**src/hdl/i2cm_pkg.sv**
```systemverilog
// Package for the I2C master bit sequencer: request and result structs,
// opcode, command and bus action codes, and sizing constants.
// No dependencies.
package i2cm_pkg;

   localparam int WAIT_WIDTH_DEF    = 16;
   localparam int BITS_PER_BYTE     = 8;
   localparam int PHASE_TICKS_RESET = 5;
   localparam int CSR_ADDR_W        = 3;

   typedef enum logic [2:0] {
      OP_TICK  = 3'd0,
      OP_START = 3'd1,
      OP_STOP  = 3'd2,
      OP_WRITE = 3'd3,
      OP_READ  = 3'd4,
      OP_ACK   = 3'd5,
      OP_NACK  = 3'd6
   } op_type;

   typedef enum logic [2:0] {
      CMD_IDLE  = 3'd0,
      CMD_START = 3'd1,
      CMD_STOP  = 3'd2,
      CMD_WRITE = 3'd3,
      CMD_READ  = 3'd4,
      CMD_ACK   = 3'd5,
      CMD_NACK  = 3'd6
   } cmd_type;

   typedef enum logic [2:0] {
      ACT_WAIT       = 3'd0,
      ACT_SCL_REL    = 3'd1,
      ACT_SCL_LOW    = 3'd2,
      ACT_SDA_REL    = 3'd3,
      ACT_SDA_LOW    = 3'd4,
      ACT_SDA_BIT    = 3'd5,
      ACT_SCL_SAMPLE = 3'd6
   } act_type;

   localparam logic [CSR_ADDR_W-1:0] CSR_PHASE_TICKS = 3'd0;

   typedef struct packed {
      logic [2:0] op;
      logic [7:0] wr_byte;
      logic       sda_in;
   } req_type;

   typedef struct packed {
      logic       scl_low;
      logic       sda_low;
      logic       busy_res;
      logic       done_res;
      logic [7:0] read_data;
      logic       ack_error;
      logic       rejected;
   } rsp_type;

   function automatic act_type action_of(cmd_type cmd, logic [2:0] step);
      act_type act;
      act = ACT_WAIT;
      case (cmd)
         CMD_START: begin
            case (step)
               3'd0:    act = ACT_SDA_REL;
               3'd1:    act = ACT_SCL_REL;
               3'd3:    act = ACT_SDA_LOW;
               3'd5:    act = ACT_SCL_LOW;
               default: act = ACT_WAIT;
            endcase
         end
         CMD_STOP: begin
            case (step)
               3'd0:    act = ACT_SDA_LOW;
               3'd2:    act = ACT_SCL_REL;
               3'd4:    act = ACT_SDA_REL;
               default: act = ACT_WAIT;
            endcase
         end
         CMD_WRITE: begin
            case (step[1:0])
               2'd0:    act = ACT_SDA_BIT;
               2'd1:    act = ACT_SCL_REL;
               2'd3:    act = ACT_SCL_LOW;
               default: act = ACT_WAIT;
            endcase
         end
         CMD_READ, CMD_ACK, CMD_NACK: begin
            case (step)
               3'd0:    act = ACT_SDA_REL;
               3'd1:    act = ACT_SCL_SAMPLE;
               3'd2:    act = ACT_SCL_LOW;
               default: act = ACT_WAIT;
            endcase
         end
         default: act = ACT_WAIT;
      endcase
      return act;
   endfunction

endpackage

```
**src/hdl/i2c_master_bit_sequencer.sv**
```systemverilog
// Top level of the I2C master bit sequencer: command and tick handling,
// phase timer, APB register and result register. Depends on i2cm_pkg.
// A request is accepted and its result is registered in the result register,
// ready in the following cycle. Throughput: one request per cycle,
// limited only by the single result register draining to the consumer.
// Reset is synchronous and active high; it restores phase_ticks to 5,
// idles the sequencer with both lines released and empties the result register.
module i2c_master_bit_sequencer #(
   parameter int WAIT_WIDTH    = i2cm_pkg::WAIT_WIDTH_DEF
) (
   input  logic                              clock,
   input  logic                              reset,
   input  logic                              req_valid,
   output logic                              req_ready,
   input  i2cm_pkg::req_type                 req_data,
   output logic                              rsp_valid,
   input  logic                              rsp_ready,
   output i2cm_pkg::rsp_type                 rsp_data,
   input  logic                              psel,
   input  logic                              penable,
   input  logic                              pwrite,
   input  logic [i2cm_pkg::CSR_ADDR_W-1:0]   paddr,
   input  logic [31:0]                       pwdata,
   output logic [31:0]                       prdata,
   output logic                              pready
);
   import i2cm_pkg::*;

   localparam int BIT_W = $clog2(BITS_PER_BYTE);
   localparam int LEN_W = (WAIT_WIDTH > 16) ? WAIT_WIDTH : 16;
   localparam logic [LEN_W-1:0] LEN_CAP = LEN_W'({WAIT_WIDTH{1'b1}});
   localparam logic [BIT_W-1:0] LAST_BIT = BIT_W'(BITS_PER_BYTE - 1);

   logic [15:0]           phase_ticks_ff;
   cmd_type               cmd_ff, cmd_in;
   logic [2:0]            step_ff, step_in;
   logic [BIT_W-1:0]      bit_ff, bit_in;
   logic [WAIT_WIDTH-1:0] wait_ff, wait_in;
   logic [7:0]            shift_ff, shift_in;
   logic                  scl_ff, scl_in;
   logic                  sda_ff, sda_in;
   logic                  ack_ff, ack_in;
   logic [7:0]            hold_ff, hold_in;
   logic                  done_in, rej_in;
   logic                  rsp_valid_ff;
   rsp_type               rsp_ff, rsp_in;
   logic                  req_fire;
   logic [LEN_W-1:0]      len_ext;
   logic [WAIT_WIDTH-1:0] phase_len;

   assign pready    = 1'b1;
   assign prdata    = {16'd0, phase_ticks_ff};
   assign req_ready = !rsp_valid_ff || rsp_ready;
   assign req_fire  = req_valid && req_ready;
   assign rsp_valid = rsp_valid_ff;
   assign rsp_data  = rsp_ff;

   always_comb begin
      len_ext = LEN_W'(phase_ticks_ff);
      if (len_ext == '0) begin
         len_ext = LEN_W'(1);
      end
      if (len_ext > LEN_CAP) begin
         len_ext = LEN_CAP;
      end
      phase_len = len_ext[WAIT_WIDTH-1:0];
   end

   // Next state of the sequencer for the request at the input.
   always_comb begin
      logic      start_phase;
      logic      finish;
      logic [WAIT_WIDTH-1:0] wait_dec;
      cmd_in      = cmd_ff;
      step_in     = step_ff;
      bit_in      = bit_ff;
      wait_in     = wait_ff;
      shift_in    = shift_ff;
      ack_in      = ack_ff;
      hold_in     = hold_ff;
      done_in     = 1'b0;
      rej_in      = 1'b0;
      start_phase = 1'b0;
      finish      = 1'b0;
      wait_dec    = wait_ff;
      if (req_data.op inside {OP_START, OP_STOP, OP_WRITE, OP_READ, OP_ACK, OP_NACK}) begin
         if (cmd_ff != CMD_IDLE) begin
            rej_in = 1'b1;
         end else begin
            cmd_in      = cmd_type'(req_data.op);
            step_in     = 3'd0;
            bit_in      = '0;
            shift_in    = (req_data.op == OP_WRITE) ? req_data.wr_byte : 8'd0;
            start_phase = 1'b1;
         end
      end else if (req_data.op == OP_TICK && cmd_ff != CMD_IDLE) begin
         if (wait_ff != '0) begin
            wait_dec = wait_ff - WAIT_WIDTH'(1);
         end
         wait_in = wait_dec;
         if (wait_dec == '0) begin
            if (action_of(cmd_ff, step_ff) == ACT_SCL_SAMPLE) begin
               if (cmd_ff == CMD_READ) begin
                  shift_in = {shift_ff[6:0], req_data.sda_in};
               end else if (cmd_ff == CMD_ACK) begin
                  ack_in = req_data.sda_in;
               end else begin
                  ack_in = !req_data.sda_in;
               end
            end
            case (cmd_ff)
               CMD_START: begin
                  if (step_ff < 3'd6) step_in = step_ff + 3'd1;
                  else finish = 1'b1;
               end
               CMD_STOP: begin
                  if (step_ff < 3'd5) step_in = step_ff + 3'd1;
                  else finish = 1'b1;
               end
               CMD_WRITE: begin
                  if (step_ff < 3'd3) begin
                     step_in = step_ff + 3'd1;
                  end else if (bit_ff < LAST_BIT) begin
                     bit_in  = bit_ff + BIT_W'(1);
                     step_in = 3'd0;
                  end else begin
                     finish = 1'b1;
                  end
               end
               CMD_READ: begin
                  if (step_ff < 3'd2) begin
                     step_in = step_ff + 3'd1;
                  end else if (bit_ff < LAST_BIT) begin
                     bit_in  = bit_ff + BIT_W'(1);
                     step_in = 3'd1;
                  end else begin
                     finish = 1'b1;
                  end
               end
               CMD_ACK, CMD_NACK: begin
                  if (step_ff < 3'd2) step_in = step_ff + 3'd1;
                  else finish = 1'b1;
               end
               default: finish = 1'b1;
            endcase
            if (finish) begin
               if (cmd_ff == CMD_READ) begin
                  hold_in = shift_in;
               end
               cmd_in  = CMD_IDLE;
               step_in = 3'd0;
               bit_in  = '0;
               done_in = 1'b1;
            end else begin
               start_phase = 1'b1;
            end
         end
      end
      if (start_phase) begin
         wait_in = phase_len;
      end
   end

   // Pin drives for the phase that begins with this request.
   always_comb begin
      act_type act_o;
      logic    begins;
      begins = 1'b0;
      if (req_data.op inside {OP_START, OP_STOP, OP_WRITE, OP_READ, OP_ACK, OP_NACK}) begin
         begins = (cmd_ff == CMD_IDLE);
      end else if (req_data.op == OP_TICK && cmd_ff != CMD_IDLE) begin
         begins = (cmd_in != CMD_IDLE) && (wait_in == phase_len) &&
                  ((wait_ff == '0) || (wait_ff == WAIT_WIDTH'(1)));
      end
      act_o  = begins ? action_of(cmd_in, step_in) : ACT_WAIT;
      scl_in = scl_ff;
      sda_in = sda_ff;
      case (act_o)
         ACT_SCL_REL, ACT_SCL_SAMPLE: scl_in = 1'b0;
         ACT_SCL_LOW:                 scl_in = 1'b1;
         ACT_SDA_REL:                 sda_in = 1'b0;
         ACT_SDA_LOW:                 sda_in = 1'b1;
         ACT_SDA_BIT:                 sda_in = !shift_in[3'(LAST_BIT - bit_in)];
         default: ;
      endcase
   end

   always_comb begin
      rsp_in.scl_low   = scl_in;
      rsp_in.sda_low   = sda_in;
      rsp_in.busy_res  = (cmd_in != CMD_IDLE);
      rsp_in.done_res  = done_in;
      rsp_in.read_data = hold_in;
      rsp_in.ack_error = ack_in;
      rsp_in.rejected  = rej_in;
   end

   always_ff @(posedge clock) begin
      if (reset) begin
         phase_ticks_ff <= 16'(PHASE_TICKS_RESET);
      end else if (psel && penable && pwrite && pready &&
                   paddr[CSR_ADDR_W-1:2] == CSR_PHASE_TICKS[CSR_ADDR_W-1:2]) begin
         phase_ticks_ff <= pwdata[15:0];
      end
   end

   always_ff @(posedge clock) begin
      if (reset) begin
         cmd_ff       <= CMD_IDLE;
         step_ff      <= 3'd0;
         bit_ff       <= '0;
         wait_ff      <= '0;
         shift_ff     <= 8'd0;
         scl_ff       <= 1'b0;
         sda_ff       <= 1'b0;
         ack_ff       <= 1'b0;
         hold_ff      <= 8'd0;
         rsp_valid_ff <= 1'b0;
      end else begin
         if (req_fire) begin
            cmd_ff   <= cmd_in;
            step_ff  <= step_in;
            bit_ff   <= bit_in;
            wait_ff  <= wait_in;
            shift_ff <= shift_in;
            scl_ff   <= scl_in;
            sda_ff   <= sda_in;
            ack_ff   <= ack_in;
            hold_ff  <= hold_in;
            rsp_valid_ff <= 1'b1;
         end else if (rsp_ready) begin
            rsp_valid_ff <= 1'b0;
         end
      end
   end

   always_ff @(posedge clock) begin
      if (req_fire) begin
         rsp_ff <= rsp_in;
      end
   end

   a_stall_blocks_req: assert property (@(posedge clock) disable iff (reset)
      (rsp_valid_ff && !rsp_ready) |-> !req_ready)
      else $error("request accepted while result register is stalled");

   a_busy_matches_state: assert property (@(posedge clock) disable iff (reset)
      rsp_valid_ff |-> (rsp_ff.busy_res == (cmd_ff != CMD_IDLE)))
      else $error("busy flag disagrees with sequencer state");

   a_done_not_busy: assert property (@(posedge clock) disable iff (reset)
      rsp_valid_ff |-> !(rsp_ff.done_res && rsp_ff.busy_res))
      else $error("command finished but still busy");

   a_reject_not_done: assert property (@(posedge clock) disable iff (reset)
      (rsp_valid_ff && rsp_ff.rejected) |-> !rsp_ff.done_res)
      else $error("rejected request also finished a command");

   a_timer_loaded: assert property (@(posedge clock) disable iff (reset)
      (cmd_ff != CMD_IDLE) |-> (wait_ff != '0))
      else $error("active phase has an empty timer");

endmodule

```
**config.mk**
```make
export PLATFORM = sky130hd
export DESIGN_NAME = i2c_master_bit_sequencer
export DESIGN_NICKNAME = d
export VERILOG_FILES = /design/src/hdl/i2cm_pkg.sv /design/src/hdl/i2c_master_bit_sequencer.sv
export SDC_FILE = /design/constraint.sdc
export NUM_CORES = 1
export LEC_CHECK = 0
export BUFFER_PORTS_ARGS = -buffer_cell sky130_fd_sc_hd__buf_2
export CORE_ASPECT_RATIO = 2
export CORE_MARGIN = 2
export CORE_UTILIZATION = 40
export CTS_CLUSTER_DIAMETER = 200
export CTS_CLUSTER_SIZE = 24
export DETAILED_ROUTE_END_ITERATION = 6
export SETUP_SLACK_MARGIN = 0.5
export SKIP_CTS_REPAIR_TIMING = 1
export SKIP_LAST_GASP = 1
export SLEW_MARGIN = 15
export SYNTH_ARGS = -nofsm -noshare
export SYNTH_HDL_FRONTEND = slang
export SYNTH_SLANG_ARGS = --single-unit
```
**constraint.sdc**
```tcl
create_clock -name clock -period 7.8 [get_ports clock]
set_input_delay 1.17 -clock clock [delete_from_list [all_inputs] [get_ports clock]]
set_output_delay 1.17 -clock clock [all_outputs]
set_load 0.03 [all_outputs]
```
## Word level (Yosys, flattened, before mapping)

Index checks and enable logic that the tools add are counted.

- Output and inout bits: 49
- Bits in registers: 75
- Input bits: 54
- Logic and storage cells: 196

- Muxes and demuxes: 92
- Reductions and logical operators: 31
- Equal/unequal tests: 41
- Bitwise operators: 3
- Order comparisons: 7
- Add/sub/neg operators: 4

Operators by type and width:

| operator | count |
|---|---|
| 16-bit 2-to-1 mux | 8 |
| 8-bit 2-to-1 mux | 12 |
| 3-bit 2-to-1 mux | 29 |
| 3-bit case mux with 3 select lines | 6 |
| 3-bit equality test (second input constant) | 17 |
| 16-bit zero test | 3 |
| 3-bit case mux with 4 select lines | 4 |
| 3-bit by 2-bit equality test with 1-bit output (second input constant) | 12 |
| 1-bit 2-to-1 mux | 27 |
| 3-bit by 1-bit equality test with 1-bit output (second input constant) | 6 |
| 16-bit by 1-bit equality test with 1-bit output (second input constant) | 1 |
| 16-bit equality test | 1 |
| 16-bit greater-than comparator (second input constant) | 1 |
| 16-bit nonzero test | 1 |
| 16-bit by 1-bit subtractor with 16-bit output (second input constant) | 1 |
| 3-bit case mux with 5 select lines | 1 |
| 3-bit zero test | 4 |
| 3-bit < comparator (second input constant) | 3 |
| 3-bit OR reduction | 3 |
| 1-bit logical AND | 7 |
| 3-bit by 1-bit adder with 3-bit output (second input constant) | 2 |
| 3-bit by 2-bit < comparator with 1-bit output (second input constant) | 2 |
| 3-bit case mux with 2 select lines | 1 |
| 3-bit nonzero test | 2 |
| 15 further kinds | 24 |

## Depth between registers and ports, before layout

- Word-level depth: 22
- Depth in mapped cells: 18
- Gate-level depth less buffers: 16

## Least setup slack after synthesis

OpenSTA, ideal clock, no wires.

- Kind: input port to flip-flop
- From: in req_data[11] (netlist bit)
- To: reg rsp_ff, in the netlist rsp_data[12], data pin
- Path slack: 3.451 ns
- Arrival time: 4.090 ns
- Required time: 7.541 ns
- Buffers on the path: 1
- Setup time: 0.259 ns
- Stages on the path: 13
- Cells stage by stage: nor3_1 > and2_1 > nand3_1 > a2111o_1 > or3_1 > buf_6 > o211ai_1 > o31a_1 > mux2i_1 > nor3b_1 > or4b_1 > o21ai_2 > nor2_1

RTL lines:

| what | line | text |
|---|---|---|
| start: declaration | i2c_master_bit_sequencer.sv:15 | `input i2cm_pkg::req_type req_data,` |
| end signal: assignment | i2c_master_bit_sequencer.sv:239 | `rsp_ff <= rsp_in;` |
| end: declaration | i2c_master_bit_sequencer.sv:46 | `rsp_type rsp_ff, rsp_in;` |

==> run_results.csv <==
group,metric,value,unit
outcome,status,"completed",
grt,grt_overflow,0,
yosys,synth_top_cell_area_share,21.21,%
setup_path,timing.reg2reg.setup_slack,2.56,ns
route,finalWirelength,16.09,mm
setup_path,r2r-end,"rsp_data[12]",
die,die_area,0.01543,sq mm
clock_tree,cts_tree,"yes",
yosys,synth_enable_flop_cells,14,
yosys,ys_seq_elements,75,
clock_tree,clock_path_buffers,2,
yosys,synth.top_cells.by_count,"nand2_1 (129), nor2_1 (72), a21oi_1 (67)",
yosys,async_flop_share,0,%
power_and_ir_drop,pwr_density_cell,200.7,mW/mm^2
clock_tree,path_clk_slew,0.06,ns
finish,antenna_cells,0,
worst_hold_path,whs_path_depth,2,
sta,slew_headroom,41.85,%
route,wl_per_cell,16.35,um
sta,fmax,190.9,MHz
yosys,synth_area_leaders,"dfxtp_1 (21%), nand2_1 (8.4%), edfxtp_1 (7.3%), a21oi_1 (5.8%), nor2_1 (4.7%)",
setup_path,crit_required,7.89,ns
placement,place_area,0.006083,sq mm
setup_path,reg2reg_depth,14,
clock_tree,h-tree-depth,3,
sta,hold_viol_final,0,
die,die_w,88.83,um
sta,finClkSkew,0.006807,ns
die,core,0.01420,sq mm
route,via_per_inst,5.827,
placement,place_hpwl,11.30,mm
clock_tree,root_buffer,"clkbuf_16",
worst_hold_path,hold_class,"flop to flop",
power_and_ir_drop,netSwitchingPower,0.4539,mW
yosys,synth_cells,758,
sta,setup_viol,0,
sta,whs,0.4559,ns
worst_hold_path,min_to,"hold_ff[1]",
grt,grt_pass1_wl,26.76,mm
power_and_ir_drop,p_clk_share,36.0,%
power_and_ir_drop,p_sw_share,35.25,%
power_and_ir_drop,leakagePower,2.470,nW
die,fp.dieH,173.7,um
yosys,yosysWarnings,0,
sta,finalCritPeriodShare,67.15,%
setup_path,start_kind,"flop",
die,rows,62,
setup_path,reg2reg_from,"wait_ff[0]",
finish,seqCellArea,0.001642,sq mm
die,initial_core_util,40.55,%
placement,gp_congestion,0.8970,
route,antenna_left,0,
sta,drv_slew,0,
yosys,synth_area,0.005757,sq mm
sta,tightest_slew,0.8503,ns
setup_path,path_max_fanout,11,
finish,finalNetCount,850,
power_and_ir_drop,pwr-share-seq,34.1,%
route,dr.pass1.iters,5,
worst_hold_path,hp-start,"hold_ff[1]",
sta,rsz0062_at_grt,"no",
yosys,yosysMostFrequentCell,"nand2_1",
yosys,post-synth-top-area-cell,"dfxtp_1",
sta,min_period,5.238,ns
setup_path,arrival,5.33,ns
grt,grt_usage,21.56,%
finish,utilization,45.20,%
setup_path,cp-end-kind,"flop",
grt,grt_start_max_net_pins,45,
finish,fill_cells,1463,
grt,first_global_vias,5259,
sta,timing.setup.tns,0,ns
power_and_ir_drop,comb_power_share,30.0,%
route,drt_iter0_markers,540,
grt,grt_antenna_before_repair,0,
clock_tree,insertion_delay,0.34,ns
finish,multiInputGateArea,0.003757,sq mm
yosys,postSynthAreaPerCell,7.595,sq um
clock_tree,numCtsBuffers,9,
power_and_ir_drop,vdd_drop_max,0.0001320,V
finish,post_route_cells_drive_above_1_share,15.28,%
route,dr_total_vias,5734,
placement,pre_cts_ws,2.336,ns
yosys,synthFlopType,"dfxtp_1",
power_and_ir_drop,internal_power,0.8338,mW
route,route.detailed.drc,0,
clock_tree,clock_sinks,75,
yosys,ys_types,89,
placement,place.port_buffers,67,
sta,setup_slack,2.562,ns
flow_run,max-cap-violations,0,
yosys,ys_seq_area_share,28.52,%
finish,design_area,0.006416,sq mm
setup_path,criticalPathCategory,"flop to flop",
die,ios,103,
finish,syn_to_final_growth,11.45,%
## metal layers
metal  global-route usage (%)  up-vias  wire length [um]
met5                        0        -                 0
met4                    7.008        0               399
met3                    3.571       31               933
met2                    33.30      240              7636
met1                    30.19     2681              7117
li1                         -     2782                 -
## through the flow
stage / total power, mW / cells
finish: 1.288 / 984
global route: 1.355 / 984
CTS: 1.288 / 984
detailed placement: 0.8256 / 968
global placement: 0.8243 / 968
floorplan: 0.7418 / 773
## power by group through the flow
stage | sequential [mW] | clock (mW) | combinational [mW]
2_1_floorplan | 0.448 | 0 | 0.294
3_3_place_gp | 0.446 | 0 | 0.378
3_5_place_dp | 0.447 | 0 | 0.379
4_1_cts | 0.438 | 0.469 | 0.381
5_1_grt | 0.442 | 0.489 | 0.424
6_report | 0.439 | 0.463 | 0.386
## how the worst max path moves through the flow
stage            startpoint           end  depth (start not counted)
2_1_floorplan  req_data[11]  rsp_data[12]                         13
3_3_place_gp   req_data[11]  rsp_data[12]                         13
3_5_place_dp   req_data[11]  rsp_data[12]                         13
4_1_cts          wait_ff[0]  rsp_data[12]                         14
5_1_grt          wait_ff[0]  rsp_data[13]                         14
6_report         wait_ff[0]  rsp_data[12]                         14
## logic make-up after synthesis
group                      count (synthesis)  synth area share, %
and+or+nand+nor                          336                29.32
AOI/OAI and AO/OA                        203                24.21
buffers and inverters                     85                7.238
DFF                                       75                28.52
xor gates and xnor gates                  25                4.521
muxes                                     23                4.108
adders and majority gates                  9                1.956
other                                      2               0.1305
## flip-flops by register name (all words and copies together) (netlist names), 3 cells and up
name            flops
phase_ticks_ff     16
shift_ff            8
bit_ff              3
rsp_data           14
wait_ff            16
step_ff             3
cmd_ff              3
hold_ff             8
## cells in the final DEF (no fill, tap or decap), types with 10 or more instances in the layout
master,synthesis,final
edfxtp_1,14,14
buf_2,6,67
o21ai_0,31,31
nor2_1,72,72
nand3_1,13,13
conb_1,2,17
clkbuf_16,0,11
xnor2_1,15,15
o211ai_1,11,11
nand4_1,12,12
a21oi_1,67,67
mux2i_1,18,18
inv_1,10,10
dfxtp_1,61,61
nor3_1,20,20
nand2_1,129,128
## critical path, stage by stage (launching register included)
cell and delay, ns:
dfxtp_1 0.41, inv_1 0.15, ha_1 0.26, nor3b_2 0.44, nand4_1 0.55, a211oi_1 0.47, nand4_1 0.37, or3_1 0.66
o211ai_1 0.25, o31a_1 0.30, mux2i_1 0.23, nor3b_1 0.06, or4b_1 0.58, o21ai_2 0.18, nor2_1 0.06
## area by class of cell
cell class	count	share of cell area, %
timing repair buffer	75	6.162
clock buffer	12	4.349
tap	192	3.744
clock inverter	4	0.8385
multi-input combinational	613	58.56
inverter	13	0.7605
sequential	75	25.58
(Power assumes the default switching activity.)
